==> config.mk <==
export PLATFORM = sky130hd
export DESIGN_NAME = midpoint_ellipse_rasterizer_flat
export DESIGN_NICKNAME = d
export VERILOG_FILES = /design/src/rtl/mer_pkg.sv /design/src/rtl/mer_if.sv /design/src/rtl/midpoint_ellipse_rasterizer.sv /design/src/rtl/mer_datapath.sv /design/src/flat_wrapper.sv
export SDC_FILE = /design/constraint.sdc
export NUM_CORES = 2
export LEC_CHECK = 0
export ABC_AREA = 1
export BUFFER_PORTS_ARGS = -buffer_cell sky130_fd_sc_hd__buf_2
export CAP_MARGIN = 40
export CORE_MARGIN = 2
export CORE_UTILIZATION = 23
export DETAILED_ROUTE_END_ITERATION = 12
export GPL_TIMING_DRIVEN = 0
export PLACE_DENSITY = 0.44
export SLEW_MARGIN = 40
export SYNTH_ARGS = -nofsm -noshare
export SYNTH_HDL_FRONTEND = slang
export SYNTH_SLANG_ARGS = --single-unit
export TNS_END_PERCENT = 1
==> constraint.sdc <==
create_clock -name clk -period 7.2 [get_ports clk]
set_input_delay 0.72 -clock clk [delete_from_list [all_inputs] [get_ports clk]]
set_output_delay 0.72 -clock clk [all_outputs]
set_load 0.05 [all_outputs]
==> src/rtl/mer_pkg.sv <==
// shared types, control word layout and microcode table of the ellipse rasterizer
package mer_pkg;

  localparam int STEP_BITS = 34;
  localparam int DEC_BITS  = 48;
  localparam int PC_BITS   = 5;

  localparam logic OP_START = 1'b0;
  localparam logic OP_STEP  = 1'b1;

  typedef enum logic [2:0] {
    MA_RX, MA_RY, MA_RX2, MA_RY2, MA_X, MA_YM1
  } ma_t;

  typedef enum logic [2:0] {
    MB_RX, MB_RY, MB_X, MB_YM1, MB_T_LO, MB_T_HI, MB_RY2_LO, MB_RY2_HI
  } mb_t;

  typedef enum logic [2:0] {
    AC_NONE, AC_LOAD_Q, AC_ADD, AC_ADD_SH, AC_SUB, AC_SUB_SH
  } acc_op_t;

  typedef enum logic [1:0] {
    T_NONE, T_PROD_X, T_PROD
  } t_op_t;

  typedef enum logic [3:0] {
    WR_NONE, WR_RX2, WR_RY2, WR_INIT, WR_R2START, WR_ADV_R1, WR_ADV_R2,
    WR_DEC_ADD_DX, WR_DEC_ADD_RY2, WR_DEC_SUB_DY, WR_DEC_ADD_RX2, WR_CHK_DONE
  } wr_t;

  typedef enum logic [2:0] {
    EM_NONE, EM_PIX0, EM_PIX1, EM_PIX2, EM_PIX3, EM_NULL
  } emit_t;

  typedef enum logic [2:0] {
    JC_NONE, JC_ALWAYS, JC_IN2, JC_SKIP, JC_NO_R1END
  } jc_t;

  typedef struct packed {
    ma_t                 ma;
    mb_t                 mb;
    acc_op_t             acc;
    t_op_t               top;
    wr_t                 wr;
    emit_t               emit;
    jc_t                 jc;
    logic [PC_BITS-1:0]  target;
    logic                item_end;
  } ctrl_t;

  typedef struct packed {
    logic in2;
    logic done;
    logic skip;
    logic r1_live;
    logic out_free;
  } stat_t;

  // program addresses
  localparam logic [PC_BITS-1:0] PC_ST0  = 5'd0;
  localparam logic [PC_BITS-1:0] PC_ST1  = 5'd1;
  localparam logic [PC_BITS-1:0] PC_ST2  = 5'd2;
  localparam logic [PC_BITS-1:0] PC_ST3  = 5'd3;
  localparam logic [PC_BITS-1:0] PC_PX0  = 5'd4;
  localparam logic [PC_BITS-1:0] PC_PX1  = 5'd5;
  localparam logic [PC_BITS-1:0] PC_PX2  = 5'd6;
  localparam logic [PC_BITS-1:0] PC_PX3  = 5'd7;
  localparam logic [PC_BITS-1:0] PC_A1   = 5'd8;
  localparam logic [PC_BITS-1:0] PC_A2   = 5'd9;
  localparam logic [PC_BITS-1:0] PC_A3   = 5'd10;
  localparam logic [PC_BITS-1:0] PC_A4   = 5'd11;
  localparam logic [PC_BITS-1:0] PC_B1   = 5'd12;
  localparam logic [PC_BITS-1:0] PC_B2   = 5'd13;
  localparam logic [PC_BITS-1:0] PC_B3   = 5'd14;
  localparam logic [PC_BITS-1:0] PC_B4   = 5'd15;
  localparam logic [PC_BITS-1:0] PC_SET0 = 5'd16;
  localparam logic [PC_BITS-1:0] PC_R1   = 5'd17;
  localparam logic [PC_BITS-1:0] PC_R2   = 5'd18;
  localparam logic [PC_BITS-1:0] PC_R3   = 5'd19;
  localparam logic [PC_BITS-1:0] PC_R4   = 5'd20;
  localparam logic [PC_BITS-1:0] PC_R5   = 5'd21;
  localparam logic [PC_BITS-1:0] PC_R6   = 5'd22;
  localparam logic [PC_BITS-1:0] PC_R7   = 5'd23;
  localparam logic [PC_BITS-1:0] PC_R8   = 5'd24;
  localparam logic [PC_BITS-1:0] PC_R9   = 5'd25;
  localparam logic [PC_BITS-1:0] PC_R10  = 5'd26;
  localparam logic [PC_BITS-1:0] PC_CHK  = 5'd27;
  localparam logic [PC_BITS-1:0] PC_NUL  = 5'd28;
  localparam logic [PC_BITS-1:0] PC_LAST = PC_NUL;

  localparam ctrl_t CTRL_NOP = '{ma: MA_RX, mb: MB_RX, acc: AC_NONE, top: T_NONE,
                                 wr: WR_NONE, emit: EM_NONE, jc: JC_NONE,
                                 target: '0, item_end: 1'b0};

  function automatic ctrl_t mer_rom(input logic [PC_BITS-1:0] pc);
    ctrl_t w;
    w = CTRL_NOP;
    case (pc)
      // start: square radii, set up decision and slope terms
      PC_ST0: begin
        w.ma = MA_RX; w.mb = MB_RX;
      end
      PC_ST1: begin
        w.wr = WR_RX2; w.ma = MA_RY; w.mb = MB_RY;
      end
      PC_ST2: begin
        w.wr = WR_RY2; w.ma = MA_RX2; w.mb = MB_RY;
      end
      PC_ST3: begin
        w.wr = WR_INIT; w.jc = JC_ALWAYS; w.target = PC_SET0;
      end
      // step: four symmetric pixels
      PC_PX0: w.emit = EM_PIX0;
      PC_PX1: w.emit = EM_PIX1;
      PC_PX2: w.emit = EM_PIX2;
      PC_PX3: begin
        w.emit = EM_PIX3; w.jc = JC_IN2; w.target = PC_B1;
      end
      // region one advance
      PC_A1: w.wr = WR_ADV_R1;
      PC_A2: w.wr = WR_DEC_ADD_DX;
      PC_A3: begin
        w.wr = WR_DEC_ADD_RY2; w.jc = JC_SKIP; w.target = PC_SET0;
      end
      PC_A4: begin
        w.wr = WR_DEC_SUB_DY; w.jc = JC_ALWAYS; w.target = PC_SET0;
      end
      // region two advance
      PC_B1: w.wr = WR_ADV_R2;
      PC_B2: w.wr = WR_DEC_ADD_RX2;
      PC_B3: begin
        w.wr = WR_DEC_SUB_DY; w.jc = JC_SKIP; w.target = PC_SET0;
      end
      PC_B4: w.wr = WR_DEC_ADD_DX;
      // region change check and region two start value
      PC_SET0: begin
        w.jc = JC_NO_R1END; w.target = PC_CHK; w.ma = MA_X; w.mb = MB_X;
      end
      PC_R1: begin
        w.top = T_PROD_X; w.acc = AC_LOAD_Q; w.ma = MA_RX2; w.mb = MB_RY2_LO;
      end
      PC_R2: begin
        w.acc = AC_SUB; w.ma = MA_RX2; w.mb = MB_RY2_HI;
      end
      PC_R3: begin
        w.acc = AC_SUB_SH; w.ma = MA_RY2; w.mb = MB_T_LO;
      end
      PC_R4: begin
        w.acc = AC_ADD; w.ma = MA_RY2; w.mb = MB_T_HI;
      end
      PC_R5: begin
        w.acc = AC_ADD_SH; w.ma = MA_YM1; w.mb = MB_YM1;
      end
      PC_R6: w.top = T_PROD;
      PC_R7: begin
        w.ma = MA_RX2; w.mb = MB_T_LO;
      end
      PC_R8: begin
        w.acc = AC_ADD; w.ma = MA_RX2; w.mb = MB_T_HI;
      end
      PC_R9:  w.acc = AC_ADD_SH;
      PC_R10: w.wr = WR_R2START;
      PC_CHK: begin
        w.wr = WR_CHK_DONE; w.item_end = 1'b1;
      end
      PC_NUL: begin
        w.emit = EM_NULL; w.item_end = 1'b1;
      end
      default: w = CTRL_NOP;
    endcase
    return w;
  endfunction

endpackage

==> src/rtl/mer_if.sv <==
// valid/ready channel interfaces for the ellipse rasterizer requests and pixels
interface mer_in_if #(parameter int COORD_BITS = 10);
  logic                  valid;
  logic                  ready;
  logic                  operation;
  logic [COORD_BITS-1:0] center_x;
  logic [COORD_BITS-1:0] center_y;
  logic [COORD_BITS-1:0] radius_x;
  logic [COORD_BITS-1:0] radius_y;

  modport source (output valid, operation, center_x, center_y, radius_x, radius_y,
                  input ready);
  modport sink (input valid, operation, center_x, center_y, radius_x, radius_y,
                output ready);
endinterface

interface mer_out_if #(parameter int COORD_BITS = 10);
  localparam int PW = COORD_BITS + 2;
  logic                 valid;
  logic                 ready;
  logic signed [PW-1:0] pixel_x;
  logic signed [PW-1:0] pixel_y;
  logic                 pixel_valid;
  logic                 last_of_step;
  logic                 finished;

  modport source (output valid, pixel_x, pixel_y, pixel_valid, last_of_step, finished,
                  input ready);
  modport sink (input valid, pixel_x, pixel_y, pixel_valid, last_of_step, finished,
                output ready);
endinterface

==> src/rtl/midpoint_ellipse_rasterizer.sv <==
// top level: microcoded sequencer driving the midpoint ellipse datapath
// start request: squares the radii, sets up the decision and slope terms, and computes
//   the region two start value when region two begins at once
// step request: four pixels, then the decision update; the region two start value follows
//   when the arc moves into region two, and a stalled output holds an emitting step
// step after the arc is done: one result, the empty one, marked last and finished
// synchronous active-low reset: sequencer idle, output empty, nothing to draw
module midpoint_ellipse_rasterizer #(
  parameter int COORD_BITS = 10
) (
  input  logic      clk,
  input  logic      rst_n,
  mer_in_if.sink    in_ch,
  mer_out_if.source out_ch
);
  import mer_pkg::*;

  // sequencer state: busy flag and step counter
  logic               busy_r, busy_nxt;
  logic [PC_BITS-1:0] pc_r, pc_nxt;

  ctrl_t ctrl;
  stat_t stat;
  logic  accept;
  logic  load;
  logic  go;
  logic  take;

  // one request at a time; the output register lets the next one in
  // while the last pixel still waits downstream
  assign in_ch.ready = !busy_r;
  assign accept      = in_ch.valid && !busy_r;
  assign load        = accept && (in_ch.operation == OP_START);

  // idle cycles issue a no-op control word
  assign ctrl = busy_r ? mer_rom(pc_r) : CTRL_NOP;

  // an emitting step holds until the output register is free
  assign go = (ctrl.emit == EM_NONE) || stat.out_free;

  // conditional jumps of the microprogram
  always_comb begin
    case (ctrl.jc)
      JC_ALWAYS:   take = 1'b1;
      JC_IN2:      take = stat.in2;
      JC_SKIP:     take = stat.skip;
      JC_NO_R1END: take = stat.in2 || stat.r1_live;
      default:     take = 1'b0;
    endcase
  end

  always_comb begin
    busy_nxt = busy_r;
    pc_nxt   = pc_r;
    if (accept) begin
      busy_nxt = 1'b1;
      // dispatch: start setup, a finished arc answers with the empty result
      if (in_ch.operation == OP_START) begin
        pc_nxt = PC_ST0;
      end else if (stat.done) begin
        pc_nxt = PC_NUL;
      end else begin
        pc_nxt = PC_PX0;
      end
    end else if (busy_r && go) begin
      if (ctrl.item_end) begin
        busy_nxt = 1'b0;
      end else if (take) begin
        pc_nxt = ctrl.target;
      end else begin
        pc_nxt = pc_r + PC_BITS'(1);
      end
    end
  end

  always_ff @(posedge clk) begin
    if (!rst_n) begin
      busy_r <= 1'b0;
      pc_r   <= PC_ST0;
    end else begin
      busy_r <= busy_nxt;
      pc_r   <= pc_nxt;
    end
  end

  // datapath with the ellipse state and the pixel output register
  mer_datapath #(
    .COORD_BITS (COORD_BITS)
  ) u_dp (
    .clk       (clk),
    .rst_n     (rst_n),
    .load      (load),
    .ld_cx     (in_ch.center_x),
    .ld_cy     (in_ch.center_y),
    .ld_rx     (in_ch.radius_x),
    .ld_ry     (in_ch.radius_y),
    .ctrl      (ctrl),
    .out_ready (out_ch.ready),
    .stat      (stat),
    .out_valid (out_ch.valid),
    .out_px    (out_ch.pixel_x),
    .out_py    (out_ch.pixel_y),
    .out_pv    (out_ch.pixel_valid),
    .out_last  (out_ch.last_of_step),
    .out_fin   (out_ch.finished)
  );

  // step counter stays inside the program
  a_pc_range: assert property (@(posedge clk) disable iff (!rst_n)
    busy_r |-> (pc_r <= PC_LAST))
    else $error("step counter beyond program end");

  // a step waiting on the output keeps its place
  a_stall_hold: assert property (@(posedge clk) disable iff (!rst_n)
    (busy_r && !go) |=> (busy_r && $stable(pc_r)))
    else $error("stalled step moved");

  // an accepted request starts the sequencer
  a_accept_busy: assert property (@(posedge clk) disable iff (!rst_n)
    (in_ch.valid && in_ch.ready) |=> busy_r)
    else $error("accepted request not started");

  // the output register is only reloaded when it is free
  a_no_overwrite: assert property (@(posedge clk) disable iff (!rst_n)
    (out_ch.valid && !out_ch.ready) |=> out_ch.valid)
    else $error("pending pixel dropped");

endmodule

==> src/rtl/mer_datapath.sv <==
// arithmetic datapath: ellipse state, shared multiply-accumulate and pixel output register
module mer_datapath #(
  parameter int COORD_BITS = 10
) (
  input  logic                         clk,
  input  logic                         rst_n,
  input  logic                         load,
  input  logic [COORD_BITS-1:0]        ld_cx,
  input  logic [COORD_BITS-1:0]        ld_cy,
  input  logic [COORD_BITS-1:0]        ld_rx,
  input  logic [COORD_BITS-1:0]        ld_ry,
  input  mer_pkg::ctrl_t               ctrl,
  input  logic                         out_ready,
  output mer_pkg::stat_t               stat,
  output logic                         out_valid,
  output logic signed [COORD_BITS+1:0] out_px,
  output logic signed [COORD_BITS+1:0] out_py,
  output logic                         out_pv,
  output logic                         out_last,
  output logic                         out_fin
);
  import mer_pkg::*;

  localparam int C   = COORD_BITS;
  localparam int XW  = C + 1;
  localparam int YW  = C + 2;
  localparam int PW  = C + 2;
  localparam int SQW = 2 * C;
  localparam int CH  = YW;
  localparam int TW  = 2 * CH;
  localparam int PRW = SQW + CH;

  logic [C-1:0]         cx_r, cx_nxt, cy_r, cy_nxt, rx_r, rx_nxt, ry_r, ry_nxt;
  logic [XW-1:0]        x_r, x_nxt;
  logic [YW-1:0]        y_r, y_nxt;
  logic [DEC_BITS-1:0]  dec_r, dec_nxt, acc_r, acc_nxt;
  logic [STEP_BITS-1:0] dx_r, dx_nxt, dy_r, dy_nxt;
  logic [SQW-1:0]       rx2_r, rx2_nxt, ry2_r, ry2_nxt;
  logic [PRW-1:0]       prod_r, prod_nxt;
  logic [TW-1:0]        t_r, t_nxt;
  logic                 in2_r, in2_nxt, done_r, done_nxt, skip_r, skip_nxt;

  logic                 ov_r, ov_nxt;
  logic [PW-1:0]        px_r, px_nxt, py_r, py_nxt;
  logic                 pv_r, pv_nxt, last_r, last_nxt, fin_r, fin_nxt;

  logic [SQW-1:0]       mul_a;
  logic [CH-1:0]        mul_b;
  logic [YW:0]          ym1, ym1_neg;
  logic [YW-1:0]        ym1_abs;
  logic [PW-1:0]        xp, xn, yp, yn;
  logic                 out_free, dec_neg, dec_pos;
  logic [STEP_BITS-1:0] two_rx2, two_ry2;

  // |y-1|, its square equals the square of the signed value
  assign ym1     = {y_r[YW-1], y_r} - {{YW{1'b0}}, 1'b1};
  assign ym1_neg = ~ym1 + {{YW{1'b0}}, 1'b1};
  assign ym1_abs = ym1[YW] ? ym1_neg[YW-1:0] : ym1[YW-1:0];

  assign two_rx2 = STEP_BITS'({rx2_r, 1'b0});
  assign two_ry2 = STEP_BITS'({ry2_r, 1'b0});
  assign dec_neg = dec_r[DEC_BITS-1];
  assign dec_pos = !dec_r[DEC_BITS-1] && (|dec_r);

  assign xp = {2'b00, cx_r} + {1'b0, x_r};
  assign xn = {2'b00, cx_r} - {1'b0, x_r};
  assign yp = {2'b00, cy_r} + y_r;
  assign yn = {2'b00, cy_r} - y_r;

  assign out_free = !ov_r || out_ready;

  always_comb begin
    case (ctrl.ma)
      MA_RX:   mul_a = {{(SQW-C){1'b0}}, rx_r};
      MA_RY:   mul_a = {{(SQW-C){1'b0}}, ry_r};
      MA_RX2:  mul_a = rx2_r;
      MA_RY2:  mul_a = ry2_r;
      MA_X:    mul_a = {{(SQW-XW){1'b0}}, x_r};
      MA_YM1:  mul_a = {{(SQW-YW){1'b0}}, ym1_abs};
      default: mul_a = '0;
    endcase
    case (ctrl.mb)
      MB_RX:     mul_b = {{(CH-C){1'b0}}, rx_r};
      MB_RY:     mul_b = {{(CH-C){1'b0}}, ry_r};
      MB_X:      mul_b = {{(CH-XW){1'b0}}, x_r};
      MB_YM1:    mul_b = ym1_abs;
      MB_T_LO:   mul_b = t_r[CH-1:0];
      MB_T_HI:   mul_b = t_r[TW-1:CH];
      MB_RY2_LO: mul_b = ry2_r[CH-1:0];
      MB_RY2_HI: mul_b = {{(TW-SQW){1'b0}}, ry2_r[SQW-1:CH]};
      default:   mul_b = '0;
    endcase
  end

  assign prod_nxt = {{CH{1'b0}}, mul_a} * {{SQW{1'b0}}, mul_b};

  always_comb begin
    cx_nxt   = cx_r;
    cy_nxt   = cy_r;
    rx_nxt   = rx_r;
    ry_nxt   = ry_r;
    x_nxt    = x_r;
    y_nxt    = y_r;
    dec_nxt  = dec_r;
    acc_nxt  = acc_r;
    dx_nxt   = dx_r;
    dy_nxt   = dy_r;
    rx2_nxt  = rx2_r;
    ry2_nxt  = ry2_r;
    t_nxt    = t_r;
    in2_nxt  = in2_r;
    done_nxt = done_r;
    skip_nxt = skip_r;

    if (load) begin
      cx_nxt   = ld_cx;
      cy_nxt   = ld_cy;
      rx_nxt   = ld_rx;
      ry_nxt   = ld_ry;
      x_nxt    = '0;
      y_nxt    = {2'b00, ld_ry};
      dx_nxt   = '0;
      in2_nxt  = 1'b0;
      done_nxt = 1'b0;
    end

    case (ctrl.top)
      T_PROD_X: t_nxt = TW'(prod_r) + TW'(x_r);
      T_PROD:   t_nxt = TW'(prod_r);
      default:  ;
    endcase

    case (ctrl.acc)
      AC_LOAD_Q: acc_nxt = DEC_BITS'(ry2_r[SQW-1:2]);
      AC_ADD:    acc_nxt = acc_r + DEC_BITS'(prod_r);
      AC_ADD_SH: acc_nxt = acc_r + DEC_BITS'({prod_r, {CH{1'b0}}});
      AC_SUB:    acc_nxt = acc_r - DEC_BITS'(prod_r);
      AC_SUB_SH: acc_nxt = acc_r - DEC_BITS'({prod_r, {CH{1'b0}}});
      default:   ;
    endcase

    case (ctrl.wr)
      WR_RX2: rx2_nxt = prod_r[SQW-1:0];
      WR_RY2: ry2_nxt = prod_r[SQW-1:0];
      WR_INIT: begin
        // product holds rx2 * ry here
        dec_nxt = DEC_BITS'(ry2_r) - DEC_BITS'(prod_r) + DEC_BITS'(rx2_r[SQW-1:2]);
        dy_nxt  = STEP_BITS'({prod_r, 1'b0});
      end
      WR_R2START: begin
        dec_nxt = acc_r;
        in2_nxt = 1'b1;
      end
      WR_ADV_R1: begin
        x_nxt    = x_r + {{(XW-1){1'b0}}, 1'b1};
        dx_nxt   = dx_r + two_ry2;
        skip_nxt = dec_neg;
        if (!dec_neg) begin
          y_nxt  = y_r - {{(YW-1){1'b0}}, 1'b1};
          dy_nxt = dy_r - two_rx2;
        end
      end
      WR_ADV_R2: begin
        y_nxt    = y_r - {{(YW-1){1'b0}}, 1'b1};
        dy_nxt   = dy_r - two_rx2;
        skip_nxt = dec_pos;
        if (!dec_pos) begin
          x_nxt  = x_r + {{(XW-1){1'b0}}, 1'b1};
          dx_nxt = dx_r + two_ry2;
        end
      end
      // slope terms enter the decision as unsigned words
      WR_DEC_ADD_DX:  dec_nxt = dec_r + DEC_BITS'(dx_r);
      WR_DEC_ADD_RY2: dec_nxt = dec_r + DEC_BITS'(ry2_r);
      WR_DEC_SUB_DY:  dec_nxt = dec_r - DEC_BITS'(dy_r);
      WR_DEC_ADD_RX2: dec_nxt = dec_r + DEC_BITS'(rx2_r);
      WR_CHK_DONE: begin
        if (in2_r && y_r[YW-1]) begin
          done_nxt = 1'b1;
        end
      end
      default: ;
    endcase
  end

  // output register
  always_comb begin
    ov_nxt   = ov_r && !out_ready;
    px_nxt   = px_r;
    py_nxt   = py_r;
    pv_nxt   = pv_r;
    last_nxt = last_r;
    fin_nxt  = fin_r;
    if ((ctrl.emit != EM_NONE) && out_free) begin
      ov_nxt   = 1'b1;
      pv_nxt   = 1'b1;
      last_nxt = 1'b0;
      fin_nxt  = 1'b0;
      case (ctrl.emit)
        EM_PIX0: begin
          px_nxt = xp; py_nxt = yp;
        end
        EM_PIX1: begin
          px_nxt = xn; py_nxt = yp;
        end
        EM_PIX2: begin
          px_nxt = xp; py_nxt = yn;
        end
        EM_PIX3: begin
          px_nxt = xn; py_nxt = yn; last_nxt = 1'b1;
        end
        default: begin
          px_nxt = '0; py_nxt = '0; pv_nxt = 1'b0; last_nxt = 1'b1; fin_nxt = 1'b1;
        end
      endcase
    end
  end

  always_ff @(posedge clk) begin
    if (!rst_n) begin
      in2_r  <= 1'b0;
      done_r <= 1'b1;
      ov_r   <= 1'b0;
    end else begin
      in2_r  <= in2_nxt;
      done_r <= done_nxt;
      ov_r   <= ov_nxt;
    end
  end

  always_ff @(posedge clk) begin
    cx_r   <= cx_nxt;
    cy_r   <= cy_nxt;
    rx_r   <= rx_nxt;
    ry_r   <= ry_nxt;
    x_r    <= x_nxt;
    y_r    <= y_nxt;
    dec_r  <= dec_nxt;
    acc_r  <= acc_nxt;
    dx_r   <= dx_nxt;
    dy_r   <= dy_nxt;
    rx2_r  <= rx2_nxt;
    ry2_r  <= ry2_nxt;
    t_r    <= t_nxt;
    prod_r <= prod_nxt;
    skip_r <= skip_nxt;
    px_r   <= px_nxt;
    py_r   <= py_nxt;
    pv_r   <= pv_nxt;
    last_r <= last_nxt;
    fin_r  <= fin_nxt;
  end

  assign stat.in2      = in2_r;
  assign stat.done     = done_r;
  assign stat.skip     = skip_r;
  assign stat.r1_live  = $signed(dx_r) < $signed(dy_r);
  assign stat.out_free = out_free;

  assign out_valid = ov_r;
  assign out_px    = px_r;
  assign out_py    = py_r;
  assign out_pv    = pv_r;
  assign out_last  = last_r;
  assign out_fin   = fin_r;

endmodule
==> src/flat_wrapper.sv <==
// flat-port wrapper written by rule: the top's interface ports become plain ports
module midpoint_ellipse_rasterizer_flat import mer_pkg::*;
#(
  parameter int COORD_BITS = 10
)
  (clk, rst_n, in_ch_valid, in_ch_operation, in_ch_center_x, in_ch_center_y, in_ch_radius_x, in_ch_radius_y, in_ch_ready, out_ch_valid, out_ch_pixel_x, out_ch_pixel_y, out_ch_pixel_valid, out_ch_last_of_step, out_ch_finished, out_ch_ready);
  mer_in_if #(.COORD_BITS(COORD_BITS)) in_ch_i ();
  mer_out_if #(.COORD_BITS(COORD_BITS)) out_ch_i ();
  input  logic clk;
  input  logic rst_n;
  input wire logic [$bits(in_ch_i.valid)-1:0] in_ch_valid;
  input wire logic [$bits(in_ch_i.operation)-1:0] in_ch_operation;
  input wire logic [$bits(in_ch_i.center_x)-1:0] in_ch_center_x;
  input wire logic [$bits(in_ch_i.center_y)-1:0] in_ch_center_y;
  input wire logic [$bits(in_ch_i.radius_x)-1:0] in_ch_radius_x;
  input wire logic [$bits(in_ch_i.radius_y)-1:0] in_ch_radius_y;
  output wire logic [$bits(in_ch_i.ready)-1:0] in_ch_ready;
  output wire logic [$bits(out_ch_i.valid)-1:0] out_ch_valid;
  output wire logic [$bits(out_ch_i.pixel_x)-1:0] out_ch_pixel_x;
  output wire logic [$bits(out_ch_i.pixel_y)-1:0] out_ch_pixel_y;
  output wire logic [$bits(out_ch_i.pixel_valid)-1:0] out_ch_pixel_valid;
  output wire logic [$bits(out_ch_i.last_of_step)-1:0] out_ch_last_of_step;
  output wire logic [$bits(out_ch_i.finished)-1:0] out_ch_finished;
  input wire logic [$bits(out_ch_i.ready)-1:0] out_ch_ready;
  assign in_ch_i.valid = in_ch_valid;
  assign in_ch_i.operation = in_ch_operation;
  assign in_ch_i.center_x = in_ch_center_x;
  assign in_ch_i.center_y = in_ch_center_y;
  assign in_ch_i.radius_x = in_ch_radius_x;
  assign in_ch_i.radius_y = in_ch_radius_y;
  assign in_ch_ready = in_ch_i.ready;
  assign out_ch_valid = out_ch_i.valid;
  assign out_ch_pixel_x = out_ch_i.pixel_x;
  assign out_ch_pixel_y = out_ch_i.pixel_y;
  assign out_ch_pixel_valid = out_ch_i.pixel_valid;
  assign out_ch_last_of_step = out_ch_i.last_of_step;
  assign out_ch_finished = out_ch_i.finished;
  assign out_ch_i.ready = out_ch_ready;
  midpoint_ellipse_rasterizer #(.COORD_BITS(COORD_BITS)) u_core (.clk(clk), .rst_n(rst_n), .in_ch(in_ch_i), .out_ch(out_ch_i));
endmodule
==> qor.csv <==
stage,metric,value,unit
sta,Max Freq,0.144,GHz
cells_and_area,# nets final,6845,
cts,CTS H-tree lvls,2,
sta,Slew headroom,0.396,
floorplan,die area,188000,um^2
cells_and_area,Layout Cells excl Fill,8759,
sta,fin crit share,0.967,
sta,minimum hold slack,0.245,ns
placement,dpl cells,8588,
drt,DR WL/cell,21.8,um
power,Peak VDD IR,0.307,mV
run,max cap viols,0,
cts,root buf cell,clkbuf_16,
drt,Total Wirelength,191000,um
sta,Final Setup Violations,0,
synthesis,"FFs w/ async S/R, synth",0,
power,leakage,22.3,nW
global_routing,initial antenna violation count,5,
synthesis,Main synth FF type,edfxtp_1,
synthesis,"Avg Cell Area, Syn",7.03,um^2
floorplan,Die H,434,um
sta,Layout Skew,0.0565,ns
global_routing,first-pass GRT wire length,277000,um
cts,TritonCTS clock tree,done,
cts,total CTS buffers,44,
drt,Detail Route Antenna Nets,0,
worst_setup_path,Critical Path End Type,register,
drt,TritonRoute pass-1 iters,9,
placement,gpl congestion,1.00,
cells_and_area,Reg area,9820,um^2
floorplan,core area,183000,um^2
synthesis,syn nets,6633,
global_routing,largest net degree at the start of global routing,37,
synthesis,"EDFF count, synth",262,
sta,Fin Setup TNS,0,ns
floorplan,IO Count,74,
power,PD cells,267,nW/um^2
worst_setup_path,crit start category,register,
hold_path,worst min-delay path category,input pin to register,
sta,final count of pins violating max slew,0,
floorplan,Initial Util,0.232,
drt,Vias,42653,
placement,Final HPWL DP,161000,um
drt,1st-iter DRT viols,3740,
synthesis,cells after synthesis,6046,
worst_setup_path,worst path required time,7.68,ns
cts,clk_lat worst skew,0.65,ns
worst_setup_path,Crit-path slowest cell,fa_1,
drt,# DRC,0,
cts,clk sink count,359,
status,status,completed,
worst_setup_path,"Largest stage delay, worst path",0.58,ns
placement,Port Buf Inserts,73,
global_routing,global route total overflow,0,
sta,"Min Clock Period, post-route",6.96,ns
cts,Max clock buf depth,3,
cells_and_area,Fill cells,20361,
worst_setup_path,worst-path fanout max,7,
drt,via density per instance,4.87,
synthesis,count of different cell masters after synthesis,70,
cts,clk slew on worst S/H paths,0.06,ns
cells_and_area,Area growth syn-to-layout,17.0,%
power,"Power, Total",0.0133,W
synthesis,post-synth design cell area,42500,um^2
sta,worst slew pin tran,0.902,ns
synthesis,sequential area share after synthesis,0.231,
synthesis,Yosys Warn Count,0,
cells_and_area,area of the multi-input gates,29900,um^2
synthesis,#FFs+latches synth,359,
worst_setup_path,CP arrival,7.44,ns
cells_and_area,layout cells sized above 1,0.106,
global_routing,vias in the first global route,41833,
sta,Final Hold Fails,0,
cts,hold_buf cts,0,
floorplan,row cnt,157,
cells_and_area,final core occ,0.271,
floorplan,Chip Width,434,um
worst_setup_path,critical path class,register to register,
global_routing,GRT Resource Usage Total,0.198,
cells in the mapped netlist (all sizes together) (13+ instances only):
master | number | share of area
nand4 | 64 | 0.0094
nor2 | 568 | 0.053
a22oi | 13 | 0.0023
a21boi | 16 | 0.0028
a31oi | 53 | 0.0082
clkbuf | 63 | 0.0056
o21bai | 34 | 0.0061
inv | 885 | 0.078
buf | 64 | 0.0095
o21ai | 463 | 0.055
nand3 | 389 | 0.048
o221ai | 25 | 0.0052
xnor2 | 71 | 0.015
o21a | 14 | 0.0025
a21o | 35 | 0.0062
xor2 | 171 | 0.035
fa | 190 | 0.090
nor3 | 93 | 0.012
a21oi | 401 | 0.047
ha | 352 | 0.10
nand2 | 1465 | 0.13
a211oi | 14 | 0.0025
dfxtp | 97 | 0.046
or2 | 55 | 0.0081
o211ai | 29 | 0.0051
edfxtp | 262 | 0.19
o22ai | 46 | 0.0074
nand3b | 18 | 0.0035
nor4 | 37 | 0.0054
cells in the final DEF (no fill, tap or decap), types with 22 or more instances in the layout:
cell type / instances
edfxtp_1: 262
ha_1: 334
nor2_1: 519
o22ai_1: 33
o21bai_1: 33
fa_1: 187
buf_4: 81
o221ai_1: 25
nor2_4: 22
nand2_2: 40
nand4_1: 64
nor4_1: 34
xor2_1: 167
nand3_1: 358
a21oi_1: 378
o211ai_1: 29
inv_1: 827
dfxtp_1: 92
buf_2: 97
nor2_2: 24
xnor2_1: 69
nor3_1: 83
nand3_2: 22
a21o_1: 35
nand2_1: 1398
a31oi_1: 49
o21ai_0: 392
nand2_4: 28
o21ai_1: 63
clkbuf_16: 47
clkbuf_1: 65
or2_2: 55
inv_2: 39
power by group:
group	switching, W	total, W	internal [W]
registers	0.000330	0.00287	0.00254
clock network	0.00101	0.00226	0.00125
logic	0.00536	0.00816	0.00280
flip-flops by register name (all words and copies together), names as in the netlist, 12 cells and up:
name,flops
u_core.u_dp.acc_r,48
u_core.u_dp.dec_r,48
u_core.u_dp.dy_r,33
u_core.u_dp.out_py,12
u_core.u_dp.ry2_r,20
u_core.u_dp.out_px,12
u_core.u_dp.dx_r,34
u_core.u_dp.prod_r,32
u_core.u_dp.t_r,24
u_core.u_dp.rx2_r,20
u_core.u_dp.y_r,12
final timing paths:
path,endpoint,start,cells after the start,slack [ns]
setup / recovery,u_core.u_dp.prod_r[27],u_core.pc_r[1],34,0.24
setup reg to reg,u_core.u_dp.prod_r[27],u_core.pc_r[1],34,0.24
hold / removal,u_core.u_dp.rx_r[7],in_ch_radius_x[7],1,0.24
hold reg to reg,u_core.u_dp.rx2_r[12],u_core.u_dp.prod_r[12],0,0.46
metrics by stage:
stage / area (um^2) / worst slack, ns
after floorplan: 42500 / 0.723
after global placement: 45900 / -0.867
after detailed placement: 46100 / -0.853
after CTS: 48300 / -0.0332
after global routing: 49700 / -0.0535
final: 49700 / 0.240
timing repair:
action                                 CTS  global route
cloned                                   0             5
resized for setup                      135           204
setup endpoints to repair               21            20
endpoints found under the hold margin    0             0
buffers inserted                        26            59
pin swaps                               18            89
kinds of logic after synthesis:
group / count (synthesis) / share of synthesized area
compound gates: 1177 / 0.157
xor+xnor: 242 / 0.0501
fa+ha+maj: 542 / 0.193
buf+inv: 1016 / 0.0937
flops: 359 / 0.231
mux: 8 / 0.00209
simple gates: 2702 / 0.273
layer usage:
metal	vias up	routed length (um)	GRT usage
li1	20545	-	-
met2	1253	87000	0.328
met4	0	7050	0.0649
met1	20623	86300	0.269
met5	-	0	0
met3	232	10600	0.0186
worst max-delay path: cells and delay by family, from the launching register on:
family / cells / cell delay (ns)
AO/OA/AOI/OAI: 2 / 0.33
XOR/XNOR: 1 / 0.18
adder cells (fa/ha/maj): 7 / 3.22
buffers and inverters: 10 / 1.00
flip-flops: 1 / 0.37
AND/OR/NAND/NOR: 14 / 1.68
cell type report:
| type | instances | share of cell area |
|---|---|---|
| Antenna cell | 2 | 0.000101 |
| Clock inverter | 23 | 0.00433 |
| Sequential cell | 359 | 0.198 |
| Inverter | 889 | 0.0684 |
| Clock buffer | 58 | 0.0240 |
| Multi-Input combinational cell | 4673 | 0.602 |
| Tap cell | 2464 | 0.0620 |
| Timing Repair Buffer | 166 | 0.0262 |
| Buffer | 125 | 0.0160 |
No activity file was read; power rests on OpenSTA's default activity.
